### config.mk
export PLATFORM = sky130hd
export DESIGN_NAME = status_led_blink_sequencer_core
export DESIGN_NICKNAME = d
export VERILOG_FILES = /design/src/sv/slbs_pkg.sv /design/src/sv/slbs_in_stage.sv /design/src/sv/slbs_seq_state.sv /design/src/sv/slbs_out_stage.sv /design/src/sv/status_led_blink_sequencer_core.sv
export SDC_FILE = /design/constraint.sdc
export NUM_CORES = 1
export LEC_CHECK = 0
export BUFFER_PORTS_ARGS = -buffer_cell sky130_fd_sc_hd__buf_2
export CORE_MARGIN = 1.5
export CORE_UTILIZATION = 43
export DETAILED_ROUTE_END_ITERATION = 6
export GPL_TIMING_DRIVEN = 0
export PLACE_DENSITY_LB_ADDON = 0.2
export SYNTH_ARGS = -nofsm -noshare
export SYNTH_HDL_FRONTEND = slang
export SYNTH_SLANG_ARGS = --single-unit
export TNS_END_PERCENT = 5
### constraint.sdc
create_clock -name clock -period 6.77 [get_ports clock]
set_input_delay 0 -clock clock [delete_from_list [all_inputs] [get_ports clock]]
set_output_delay 0 -clock clock [all_outputs]
set_load 0.02 [all_outputs]
### src/sv/slbs_pkg.sv
// ----------------------------------------------------------------------------
// slbs_pkg: status LED blink sequencer shared definitions
// Command codes, mode and phase codes, counter widths, the blink timing table
// and the beat structures passed between the sequencer stages.
// ----------------------------------------------------------------------------
package slbs_pkg;

   // timer ticks in one millisecond and width of the override down-counter
   localparam int unsigned TICKS_PER_MS  = 1;
   localparam int unsigned DURATION_BITS = 16;

   localparam int unsigned CMD_BITS      = 2;
   localparam int unsigned MODE_BITS     = 2;
   localparam int unsigned PHASE_BITS    = 2;
   localparam int unsigned DUR_MS_BITS   = 16;
   localparam int unsigned PHASE_MS_BITS = 10;

   // longest phase is 900 ms
   localparam int unsigned PHASE_MS_MAX    = 900;
   localparam int unsigned PHASE_TICK_BITS = $clog2(PHASE_MS_MAX * TICKS_PER_MS + 1);

   // duration product, wide enough to hold the saturation limit as well
   localparam int unsigned DUR_RAW_BITS  = DUR_MS_BITS + $clog2(TICKS_PER_MS + 1);
   localparam int unsigned DUR_PROD_BITS = (DUR_RAW_BITS > DURATION_BITS) ?
                                           DUR_RAW_BITS : DURATION_BITS;

   localparam logic [CMD_BITS-1:0] CMD_TICK      = 2'd0;
   localparam logic [CMD_BITS-1:0] CMD_SET_MODE  = 2'd1;
   localparam logic [CMD_BITS-1:0] CMD_TEMP_MODE = 2'd2;

   localparam logic [MODE_BITS-1:0] MODE_STARTING   = 2'd0;
   localparam logic [MODE_BITS-1:0] MODE_CONNECTING = 2'd1;
   localparam logic [MODE_BITS-1:0] MODE_NORMAL     = 2'd2;
   localparam logic [MODE_BITS-1:0] MODE_FAULTED    = 2'd3;

   localparam logic [PHASE_BITS-1:0] PHASE_RED_ON    = 2'd0;
   localparam logic [PHASE_BITS-1:0] PHASE_RED_OFF   = 2'd1;
   localparam logic [PHASE_BITS-1:0] PHASE_GREEN_ON  = 2'd2;
   localparam logic [PHASE_BITS-1:0] PHASE_GREEN_OFF = 2'd3;

   typedef struct packed {
      logic [CMD_BITS-1:0]    cmd;
      logic [MODE_BITS-1:0]   mode;
      logic [DUR_MS_BITS-1:0] duration_ms;
   } req_item_type;

   typedef struct packed {
      logic                 red_on;
      logic                 green_on;
      logic [MODE_BITS-1:0] shown_mode;
      logic                 override_active;
   } rsp_item_type;

   typedef struct packed {
      logic                  found;
      logic [PHASE_BITS-1:0] phase;
   } phase_pick_type;

   // phase length in milliseconds per mode
   function automatic logic [PHASE_MS_BITS-1:0] phase_ms(
      input logic [MODE_BITS-1:0]  mode,
      input logic [PHASE_BITS-1:0] phase
   );
      logic [PHASE_MS_BITS-1:0] ms;
      ms = '0;
      case (mode)
         MODE_STARTING: begin
            case (phase)
               PHASE_RED_ON:  ms = 10'd100;
               PHASE_RED_OFF: ms = 10'd900;
               default:       ms = 10'd0;
            endcase
         end
         MODE_CONNECTING: begin
            case (phase)
               PHASE_RED_ON, PHASE_GREEN_ON: ms = 10'd125;
               default:                      ms = 10'd50;
            endcase
         end
         MODE_NORMAL: begin
            ms = (phase == PHASE_GREEN_ON) ? 10'd500 : 10'd0;
         end
         default: begin
            case (phase)
               PHASE_RED_ON:  ms = 10'd450;
               PHASE_RED_OFF: ms = 10'd50;
               default:       ms = 10'd0;
            endcase
         end
      endcase
      return ms;
   endfunction

   function automatic logic [PHASE_TICK_BITS-1:0] phase_ticks(
      input logic [MODE_BITS-1:0]  mode,
      input logic [PHASE_BITS-1:0] phase
   );
      logic [PHASE_TICK_BITS-1:0] ms_ext;
      ms_ext = PHASE_TICK_BITS'(phase_ms(mode, phase));
      return PHASE_TICK_BITS'(ms_ext * PHASE_TICK_BITS'(TICKS_PER_MS));
   endfunction

   // first phase at or after start with a nonzero length, no wrap
   function automatic phase_pick_type first_phase(
      input logic [MODE_BITS-1:0]  mode,
      input logic [PHASE_BITS-1:0] start
   );
      phase_pick_type pick;
      pick.found = 1'b0;
      pick.phase = start;
      for (int unsigned i = 0; i < 4; i++) begin
         if (!pick.found && (i >= int'(start)) &&
             (phase_ms(mode, PHASE_BITS'(i)) != '0)) begin
            pick.found = 1'b1;
            pick.phase = PHASE_BITS'(i);
         end
      end
      return pick;
   endfunction

endpackage

### src/sv/slbs_in_stage.sv
// ----------------------------------------------------------------------------
// slbs_in_stage: input register
// Holds one request beat and hands it on when the result register has room.
// ----------------------------------------------------------------------------
module slbs_in_stage (
   input  logic                  clock,
   input  logic                  reset,
   input  logic                  req_valid,
   output logic                  req_ready,
   input  slbs_pkg::req_item_type req_item,
   input  logic                  out_free,
   output logic                  fire,
   output slbs_pkg::req_item_type item
);
   import slbs_pkg::*;

   logic         valid_ff;
   logic         valid_in;
   req_item_type item_ff;

   assign fire      = valid_ff && out_free;
   assign req_ready = !valid_ff || fire;
   assign item      = item_ff;

   always_comb begin
      valid_in = valid_ff;
      if (req_valid && req_ready) begin
         valid_in = 1'b1;
      end else if (fire) begin
         valid_in = 1'b0;
      end
   end

   always_ff @(posedge clock) begin
      if (reset) begin
         valid_ff <= 1'b0;
      end else begin
         valid_ff <= valid_in;
      end
   end

   always_ff @(posedge clock) begin
      if (req_valid && req_ready) begin
         item_ff <= req_item;
      end
   end

endmodule

### src/sv/slbs_seq_state.sv
// ----------------------------------------------------------------------------
// slbs_seq_state: blink sequencer state
// Mode, override and phase registers with their next-value logic; gives the
// LED and mode result for the beat being committed.
// ----------------------------------------------------------------------------
module slbs_seq_state (
   input  logic                   clock,
   input  logic                   reset,
   input  logic                   commit,
   input  slbs_pkg::req_item_type item,
   output slbs_pkg::rsp_item_type result
);
   import slbs_pkg::*;

   logic [MODE_BITS-1:0]       permanent_mode_ff, permanent_mode_in;
   logic [MODE_BITS-1:0]       restore_mode_ff, restore_mode_in;
   logic [MODE_BITS-1:0]       override_mode_ff, override_mode_in;
   logic                       override_on_ff, override_on_in;
   logic [DURATION_BITS-1:0]   override_left_ff, override_left_in;
   logic [PHASE_BITS-1:0]      blink_phase_ff, blink_phase_in;
   logic [PHASE_TICK_BITS-1:0] phase_left_ff, phase_left_in;

   // tick path
   logic [DURATION_BITS-1:0]   left_dec;
   logic                       end_due;
   logic [MODE_BITS-1:0]       cur_mode;
   logic [MODE_BITS-1:0]       wrap_mode;
   phase_pick_type             pick_fwd;
   phase_pick_type             pick_wrap;
   logic                       need_wrap;
   logic [PHASE_BITS-1:0]      load_phase;
   logic [MODE_BITS-1:0]       load_mode;
   logic [PHASE_TICK_BITS-1:0] run_cnt;
   logic [PHASE_TICK_BITS-1:0] run_cnt_dec;
   logic [PHASE_BITS-1:0]      run_phase;

   // override start
   logic [DUR_PROD_BITS-1:0]   dur_prod;
   logic [DURATION_BITS-1:0]   dur_sat;

   logic [PHASE_BITS-1:0]      shown_phase;

   assign left_dec  = (override_on_ff && (override_left_ff != '0)) ?
                      override_left_ff - 1'b1 : override_left_ff;
   assign end_due   = override_on_ff && (left_dec == '0);
   assign cur_mode  = override_on_ff ? override_mode_ff : permanent_mode_ff;
   assign pick_fwd  = first_phase(cur_mode, blink_phase_ff);
   // override only ends when the search passes the red on phase
   assign need_wrap = ((blink_phase_ff == PHASE_RED_ON) && end_due) || !pick_fwd.found;
   assign wrap_mode = end_due ? restore_mode_ff : cur_mode;
   assign pick_wrap = first_phase(wrap_mode, PHASE_RED_ON);
   assign load_phase = need_wrap ? pick_wrap.phase : pick_fwd.phase;
   assign load_mode  = need_wrap ? wrap_mode : cur_mode;

   assign run_cnt     = (phase_left_ff == '0) ? phase_ticks(load_mode, load_phase)
                                              : phase_left_ff;
   assign run_phase   = (phase_left_ff == '0) ? load_phase : blink_phase_ff;
   assign run_cnt_dec = run_cnt - 1'b1;

   assign dur_prod = DUR_PROD_BITS'(item.duration_ms) * DUR_PROD_BITS'(TICKS_PER_MS);
   assign dur_sat  = (dur_prod > DUR_PROD_BITS'({DURATION_BITS{1'b1}})) ?
                     {DURATION_BITS{1'b1}} : DURATION_BITS'(dur_prod);

   always_comb begin
      permanent_mode_in = permanent_mode_ff;
      restore_mode_in   = restore_mode_ff;
      override_mode_in  = override_mode_ff;
      override_on_in    = override_on_ff;
      override_left_in  = override_left_ff;
      blink_phase_in    = blink_phase_ff;
      phase_left_in     = phase_left_ff;
      unique case (item.cmd)
         CMD_TICK: begin
            override_left_in = left_dec;
            if ((phase_left_ff == '0) && need_wrap && end_due) begin
               override_on_in    = 1'b0;
               permanent_mode_in = restore_mode_ff;
            end
            phase_left_in  = run_cnt_dec;
            blink_phase_in = (run_cnt_dec == '0) ? run_phase + 1'b1 : run_phase;
         end
         CMD_SET_MODE: begin
            if (override_on_ff) begin
               restore_mode_in = item.mode;
            end else begin
               permanent_mode_in = item.mode;
            end
         end
         CMD_TEMP_MODE: begin
            if (!override_on_ff && (item.duration_ms != '0)) begin
               restore_mode_in  = permanent_mode_ff;
               override_mode_in = item.mode;
               override_on_in   = 1'b1;
               override_left_in = dur_sat;
            end
         end
         default: begin
         end
      endcase
   end

   // after the last tick of a phase the previous phase is still on show
   assign shown_phase = (phase_left_in != '0) ? blink_phase_in : blink_phase_in - 1'b1;

   always_comb begin
      result.red_on          = (shown_phase == PHASE_RED_ON);
      result.green_on        = (shown_phase == PHASE_GREEN_ON);
      result.shown_mode      = override_on_in ? override_mode_in : permanent_mode_in;
      result.override_active = override_on_in;
   end

   always_ff @(posedge clock) begin
      if (reset) begin
         permanent_mode_ff <= MODE_STARTING;
         restore_mode_ff   <= MODE_STARTING;
         override_mode_ff  <= MODE_STARTING;
         override_on_ff    <= 1'b0;
         override_left_ff  <= '0;
         blink_phase_ff    <= PHASE_RED_ON;
         phase_left_ff     <= '0;
      end else if (commit) begin
         permanent_mode_ff <= permanent_mode_in;
         restore_mode_ff   <= restore_mode_in;
         override_mode_ff  <= override_mode_in;
         override_on_ff    <= override_on_in;
         override_left_ff  <= override_left_in;
         blink_phase_ff    <= blink_phase_in;
         phase_left_ff     <= phase_left_in;
      end
   end

endmodule

### src/sv/slbs_out_stage.sv
// ----------------------------------------------------------------------------
// slbs_out_stage: result register
// Holds one result beat until the consumer takes it.
// ----------------------------------------------------------------------------
module slbs_out_stage (
   input  logic                   clock,
   input  logic                   reset,
   input  logic                   load,
   input  slbs_pkg::rsp_item_type result,
   output logic                   out_free,
   output logic                   rsp_valid,
   input  logic                   rsp_ready,
   output slbs_pkg::rsp_item_type rsp_item
);
   import slbs_pkg::*;

   logic         valid_ff;
   logic         valid_in;
   rsp_item_type item_ff;

   assign out_free  = !valid_ff || rsp_ready;
   assign rsp_valid = valid_ff;
   assign rsp_item  = item_ff;

   always_comb begin
      valid_in = valid_ff;
      if (load) begin
         valid_in = 1'b1;
      end else if (rsp_ready) begin
         valid_in = 1'b0;
      end
   end

   always_ff @(posedge clock) begin
      if (reset) begin
         valid_ff <= 1'b0;
      end else begin
         valid_ff <= valid_in;
      end
   end

   always_ff @(posedge clock) begin
      if (load) begin
         item_ff <= result;
      end
   end

endmodule

### src/sv/status_led_blink_sequencer_core.sv
// ----------------------------------------------------------------------------
// status_led_blink_sequencer_core: status LED blink sequencer
// Steps red and green LEDs through a per-mode blink cycle with a timed
// temporary mode override.
// ----------------------------------------------------------------------------
// One beat in, one result beat out. A request is taken into the input
// register; the sequencer state is then updated and the result registered
// once the result register has room, where it waits until it is taken.
// A new request is accepted
// every cycle while results are taken; the only stall comes from rsp_ready low
// with both registers full. Ticks
// (cmd 0) advance the blink phase counter, cmd 1 sets the permanent mode and
// cmd 2 starts a temporary override for duration_ms milliseconds; the LED and
// mode outputs reflect the state after each beat.
module status_led_blink_sequencer_core (
   input  logic                             clock,
   input  logic                             reset,
   input  logic                             req_valid,
   output logic                             req_ready,
   input  logic [slbs_pkg::CMD_BITS-1:0]    req_cmd,
   input  logic [slbs_pkg::MODE_BITS-1:0]   req_mode,
   input  logic [slbs_pkg::DUR_MS_BITS-1:0] req_duration_ms,
   output logic                             rsp_valid,
   input  logic                             rsp_ready,
   output logic                             rsp_red_on,
   output logic                             rsp_green_on,
   output logic [slbs_pkg::MODE_BITS-1:0]   rsp_shown_mode,
   output logic                             rsp_override_active
);
   import slbs_pkg::*;

   req_item_type req_item;
   req_item_type item;
   rsp_item_type result;
   rsp_item_type rsp_item;
   logic         out_free;
   logic         fire;

   assign req_item.cmd         = req_cmd;
   assign req_item.mode        = req_mode;
   assign req_item.duration_ms = req_duration_ms;

   slbs_in_stage u_in_stage (
      .clock     (clock),
      .reset     (reset),
      .req_valid (req_valid),
      .req_ready (req_ready),
      .req_item  (req_item),
      .out_free  (out_free),
      .fire      (fire),
      .item      (item)
   );

   slbs_seq_state u_seq_state (
      .clock  (clock),
      .reset  (reset),
      .commit (fire),
      .item   (item),
      .result (result)
   );

   slbs_out_stage u_out_stage (
      .clock     (clock),
      .reset     (reset),
      .load      (fire),
      .result    (result),
      .out_free  (out_free),
      .rsp_valid (rsp_valid),
      .rsp_ready (rsp_ready),
      .rsp_item  (rsp_item)
   );

   assign rsp_red_on          = rsp_item.red_on;
   assign rsp_green_on        = rsp_item.green_on;
   assign rsp_shown_mode      = rsp_item.shown_mode;
   assign rsp_override_active = rsp_item.override_active;

   // a beat handed to the result register must show up there next cycle
   a_fire_gives_rsp : assert property (@(posedge clock) disable iff (reset)
      fire |=> rsp_valid)
      else $error("result beat lost after hand-over");

   // input is held off only while a result beat waits to be taken
   a_no_overrun : assert property (@(posedge clock) disable iff (reset)
      !req_ready |-> (rsp_valid && !rsp_ready))
      else $error("input stalled with result side free");

   // the two LEDs are never lit together
   a_leds_exclusive : assert property (@(posedge clock) disable iff (reset)
      rsp_valid |-> !(rsp_red_on && rsp_green_on))
      else $error("red and green lit together");

   // nothing is offered straight after reset
   a_reset_empty : assert property (@(posedge clock)
      $past(reset) |-> !rsp_valid)
      else $error("result offered after reset");

endmodule

==> results of run 1 <==
layer usage:
| layer | vias to the layer above | wire [µm] |
|---|---|---|
| met5 | - | 0 |
| met4 | 0 | 293 |
| met3 | 31 | 693 |
| met2 | 175 | 5550 |
| met1 | 2056 | 5800 |
| li1 | 2161 | - |
logic make-up (layout without fill, tap and decap cells):
family / Yosys count / after routing / synth area share (%)
XOR/XNOR: 8 / 8 / 1.61
AO/OA/AOI/OAI: 147 / 147 / 23.3
flip-flops: 62 / 62 / 34.3
adder cells (fa/ha/maj): 9 / 9 / 2.53
buffers and inverters: 53 / 121 / 5.00
AND/OR/NAND/NOR: 248 / 248 / 28.9
multiplexers: 18 / 18 / 4.34
where the power goes:
| part | internal [mW] | switching [mW] |
|---|---|---|
| clock | 0.169 | 0.160 |
| combinational | 0.131 | 0.197 |
| sequential | 0.408 | 0.0147 |
repair_timing:
item	4_1_cts	5_1_grt
endpoints found under the hold margin	22	0
hold buffers	23	0
setup endpoints to repair	0	1
resized for setup	0	4
synth_stat cells (4+ instances only):
library cell / count
nor2_1: 82
nand2_1: 49
a21oi_1: 40
dfxtp_1: 37
edfxtp_1: 25
o21ai_0: 25
clkbuf_1: 24
inv_1: 21
nor3_1: 21
a211oi_1: 13
mux2i_1: 13
nor4_1: 12
or3_1: 11
a22oi_1: 9
nand2b_1: 9
ha_1: 8
nand3_1: 8
nand4_1: 8
a31oi_1: 7
a21o_1: 6
and2_1: 6
nand3b_1: 6
nor2b_1: 6
o31ai_1: 6
nor4b_1: 5
and3_1: 4
mux2_2: 4
or4_1: 4
xnor2_1: 4
xor2_1: 4
placed cells by master, fill, tap and decap left out, drive strengths merged, types with 10 or more instances in the layout:
cell type | Yosys | final
dlygate4sd3 | 0 | 23
or3 | 11 | 11
edfxtp | 25 | 25
inv | 21 | 21
nor3 | 21 | 21
mux2i | 14 | 14
nand2 | 49 | 49
nor4 | 14 | 14
clkbuf | 24 | 34
dfxtp | 37 | 37
a211oi | 13 | 13
buf | 6 | 35
a21oi | 40 | 40
o21ai | 26 | 26
nor2 | 82 | 82
a22oi | 10 | 10
stage by stage:
step | cells | cell area [µm²]
after floorplan | 545 | 4350
after global placement | 707 | 4660
after detailed placement | 707 | 4660
after CTS | 746 | 5080
after global routing | 746 | 5100
final | 746 | 5100
worst max-delay path, cell delays in order, from the launching register on:
cell and delay (ps):
dfxtp_1 390, inv_1 90, ha_1 300, or3b_1 360, buf_2 180, or4_4 590, or4_1 440, a22oi_1 190
and4b_1 290, buf_6 150, nand2_1 120, mux2i_2 320, or3_1 150, o21ai_0 140, nor2_1 210, ha_1 210
nor2b_1 260, o2111ai_2 260, or3_1 410, a21oi_1 200, a211oi_1 80, and4b_1 260, xor2_1 200, and4b_1 210
how the worst max path moves through the flow:
stage	startpoint	depth (start not counted)	end	slack, ps
2_1_floorplan	u_seq_state.override_left_ff[0]	23	u_out_stage.rsp_item[4]	1260
3_3_place_gp	u_seq_state.override_left_ff[0]	23	u_out_stage.rsp_item[4]	600
6_report	u_seq_state.override_left_ff[0]	23	u_out_stage.rsp_item[4]	520
3_5_place_dp	u_seq_state.override_left_ff[0]	23	u_out_stage.rsp_item[4]	530
4_1_cts	u_seq_state.override_left_ff[0]	23	u_out_stage.rsp_item[4]	530
5_1_grt	u_seq_state.override_left_ff[0]	23	u_out_stage.rsp_item[4]	60
sequential cells by signal (all words and copies together), names as in the netlist:
name	flops
u_in_stage.item	20
u_out_stage.rsp_item	5
u_seq_state.blink_phase_ff	2
u_seq_state.restore_mode_ff	2
u_out_stage.rsp_valid	1
u_seq_state.permanent_mode_ff	2
u_seq_state.phase_left_ff	10
u_in_stage.valid_ff	1
u_seq_state.override_mode_ff	2
u_seq_state.override_left_ff	16
u_seq_state.override_on_ff	1
layout make-up:
cell class                 instances  area share, %
buffer                            30           2.57
clock buffer                      10           2.50
clock inverter                     6           1.23
inverter                          23           1.69
multi-input combinational        430           52.2
sequential                        62           29.2
tap                              133           3.26
timing repair buffer              52           7.35
==> impl_metrics.ini, run 1 <==
[run_status]
status = finished clean

[sta]
slew_headroom_pct = 37.6
finalSetupViolations = 0
worst_pin_slew_ps = 923
worst_slack_ps = 516
tns_ps = 0
rsz0062_at_grt = no
hold_ws_ps = 191
final-max-slew-violation-count = 0
period_share_pct = 92.4
hold_violations = 0
fmax_mhz = 160
fin_skew_ps = 11.8
post-route-min-period_ps = 6250

[setup_path]
required_ps = 6890
critPathLaunchType = flip-flop
criticalPathCategory = reg2reg
critPathArrivalTime_ps = 6370
r2r_end = u_out_stage.rsp_item[4]
path_max_fanout = 10
timing.rr.start = u_seq_state.override_left_ff[0]
worstRegToRegCells = 23
end_kind = flip-flop
ff2ff_setup_slack_ps = 520

[final_layout]
synthToLayoutAreaGrowth_pct = 17.3
regArea_um2 = 1490
fin_util_pct = 52.2
n_antenna_cell = 0
drive_above_1_share_pct = 11.6
filler_cell_count = 949
nets = 640
multi_input_comb_area_um2 = 2660

[synthesis]
synth-seq-cells = 62
synth-edff-count = 25
synth_largest_area_cell = edfxtp_1
synthTopCellsByArea = edfxtp_1 17%, dfxtp_1 17%, nor2_1 7.1%
async_reset_ff_share_pct = 0
seq_area_frac_synth_pct = 34.3
synth_top_area_share_pct = 17.3
synth_flop_cell = dfxtp_1
yosysWarnings = 0
avgSynthCellArea_um2 = 7.98
syn-num-nets = 577
synth_cell_types = 75
syn_area_um2 = 4350
syn_inst = 545

[drt]
vias = 4423
drt_iter0_markers = 385
wl_per_cell_um = 16.5
drcViolationCount = 0
wirelength_um = 12300
first_pass_iters = 5
final_antenna_net_count = 0
avgViaCountPerCell = 5.93

[clock_network]
cts_setup_buffers = 0
cts_tree = done
clk_latency_ps = 350
htreeDepth = 3
clkTransAtPathRegs_ps = 80
cts.sink_count = 62
numCtsBuffers = 9
clock_path_buffers = 2
cts_root_buf = clkbuf_8

[floorplan]
dieArea_um2 = 10700
die_y_um = 104
die_w_um = 104
core_um2 = 9770
pin_count = 31
start_util_pct = 44.5
rows = 36

[global_route]
use_met1_pct = 31.5
grt_util_met2_pct = 37.0
grt_pass1_vias = 4036
busiest_layer = met2
grt_pass1_wl_um = 20000
overflow = 0
grt_max_degree = 21
grt_use_total_pct = 23.2
antenna_found_initial = 0
use_met3_pct = 3.65

[flow_run]
drv_cap = 0

[pwr]
finalPower_mw = 1.08
leakage_nw = 1.87
power_density_nw_per_um2 = 211
ir_drop_v = 0.000167

[placement]
dp_slack_ps = 529
gp_congestion = 0.915
port_buffers = 29
place_hpwl_um = 8820

[min_path]
worstHoldEndpoint = u_seq_state.phase_left_ff[6]
hold_start = reset
hold_path.class = in2reg
min_path_cells = 2
Power figures use the tool's default switching activity.
==> inputs of run 2 (changes only) <==
==> constraint.sdc (replaced) <==
create_clock -name clock -period 7.25 [get_ports clock]
set_input_delay 0 -clock clock [delete_from_list [all_inputs] [get_ports clock]]
set_output_delay 0 -clock clock [all_outputs]
set_load 0.02 [all_outputs]
==> run 2 against run 1 <==
Against the previous run:
- design area fell by 0.44%
- via count fell by 0.66%
- utilization fell by 0.23 points
- sequential power fell by 6.9%
- fmax fell by 0.90%
- sequential cell count did not move
- die area did not move
- total power fell by 6.9%
- routed wire length fell by 0.19%
- critical path type unchanged
- critical endpoint unchanged
==> impl_metrics.ini, run 2 (synthesized netlist as in run 1, its figures left out) <==
[sta]
finalSetupViolations = 0
period_share_pct = 87.0
final-max-slew-violation-count = 0
fin_skew_ps = 10.8
slew_headroom_pct = 38.3
tns_ps = 0
rsz0062_at_grt = no
post-route-min-period_ps = 6310
hold_violations = 0
worst_pin_slew_ps = 913
fmax_mhz = 158

[placement]
place_hpwl_um = 8820
port_buffers = 29
gp_congestion = 0.915

[setup_path]
crit_path_end = u_out_stage.rsp_item[4]
criticalPathCategory = reg2reg
timing.rr.start = u_seq_state.override_on_ff
critPathArrivalTime_ps = 6430
required_ps = 7370
r2r_end = u_out_stage.rsp_item[4]
end_kind = flip-flop
path_max_fanout = 10
cp-startpoint = u_seq_state.override_on_ff
critPathLaunchType = flip-flop
ff2ff_setup_slack_ps = 940
worstRegToRegCells = 23

[clock_network]
cts.sink_count = 62
cts_root_buf = clkbuf_8
cts_resized = 0
clkTransAtPathRegs_ps = 80
clk_latency_ps = 350
clock_path_buffers = 2
cts_tree = done
htreeDepth = 3
cts_setup_buffers = 0
numCtsBuffers = 9

[final_layout]
largest_reg_flops = 20
nets = 640
n_antenna_cell = 0
synthToLayoutAreaGrowth_pct = 16.8
drive_above_1_share_pct = 11.1
final_common_cell = nor2_1
final_cell_mix = 82 x nor2_1, 49 x nand2_1, 40 x a21oi_1

[floorplan]
dieArea_um2 = 10700
start_util_pct = 44.5
die_y_um = 104
pin_count = 31
core_um2 = 9770
die_w_um = 104
rows = 36

[pwr]
leakage_nw = 1.86
power_density_nw_per_um2 = 197
ir_drop_v = 0.000156
finalPower_mw = 1.00

[global_route]
grt_use_total_pct = 23.2
overflow = 0
grt_pass1_vias = 4036
grt_pass1_wl_um = 20000
grt_max_degree = 21
antenna_found_initial = 0

[drt]
avgViaCountPerCell = 5.89
vias = 4394
drt_iter0_markers = 323
wirelength_um = 12300
first_pass_iters = 6
final_antenna_net_count = 0
drcViolationCount = 0
wl_per_cell_um = 16.5

[run_status]
status = finished clean

[flow_run]
drv_cap = 0

[min_path]
hold_path.class = in2reg
-- run 2: cell count changes in the layout (fill, tap and decap cells not counted) --
cell / change
mux2i_2: -2
nor4_2: +1
nor4_4: -1
mux2i_1: +2
o2111ai_2: -1
o2111ai_1: +1
-- run 2: layout make-up --
class | count | area, µm²
Fill cell | 953 | 4690
Multi-Input combinational cell | 430 | 2640
Sequential cell | 62 | 1490
Timing Repair Buffer | 52 | 375
Tap cell | 133 | 166
Buffer | 30 | 131
Clock buffer | 10 | 128
Inverter | 23 | 86.3
Clock inverter | 6 | 62.6
-- run 2: worst min path at each step --
stage | from | end | slack (ps) | cells past startpoint
after floorplan | req_duration_ms[0] | u_in_stage.item[0] | 100 | 0
after global placement | req_duration_ms[15] | u_in_stage.item[15] | 180 | 1
after detailed placement | req_duration_ms[5] | u_in_stage.item[5] | 180 | 1
after CTS | reset | u_seq_state.phase_left_ff[6] | 180 | 2
after global routing | reset | u_seq_state.override_mode_ff[1] | 220 | 2
final | reset | u_seq_state.phase_left_ff[6] | 190 | 2
-- run 2: per-stage QoR --
step	area, µm²	worst slack, ps	utilization (%)	hold slack [ps]	cells
detailed placement	4660	1010	47.7	178	707
finish	5080	939	52.0	191	746
CTS	5080	1010	52.0	181	746
global placement	4660	1080	47.7	176	707
floorplan	4350	1740	-	98.9	545
global route	5080	363	52.0	218	746
-- run 2: report_power, final --
| part | switching [mW] | leakage [nW] | internal [mW] |
|---|---|---|---|
| clock | 0.150 | 0.0883 | 0.157 |
| sequential | 0.0133 | 0.543 | 0.381 |
| combinational | 0.182 | 1.23 | 0.120 |
| total | 0.345 | 1.86 | 0.658 |
-- run 2: layer usage --
metal / share of wire [%] / vias to the layer above / wire (µm) / global-route usage (%)
met5: 0 / - / 0 / 0
met2: 45 / 176 / 5560 / 37.0
met1: 46 / 2041 / 5660 / 31.5
li1: - / 2152 / - / -
met3: 6.9 / 25 / 850 / 3.65
met4: 2.0 / 0 / 240 / 8.93
-- run 2: what timing repair did --
item	in CTS	in global routing
setup endpoints to repair	0	0
hold buffers	23	0
hold endpoints to repair	22	0
-- run 2: critical path: stages (launching register included) --
cell and delay [ps]:
dfxtp_1 380, clkbuf_1 380, mux2i_1 650, inv_1 180
ha_1 310, nand2b_1 180, a21oi_1 140, o21bai_1 210
and4_1 230, clkbuf_1 250, nand2_1 180, mux2i_2 330
or3_1 160, o21ai_0 140, nor2_1 210, ha_1 210
nor2b_1 240, o2111ai_1 310, or3_1 440, a21oi_1 200
a211oi_1 80, and4b_1 260, xor2_1 200, and4b_1 210
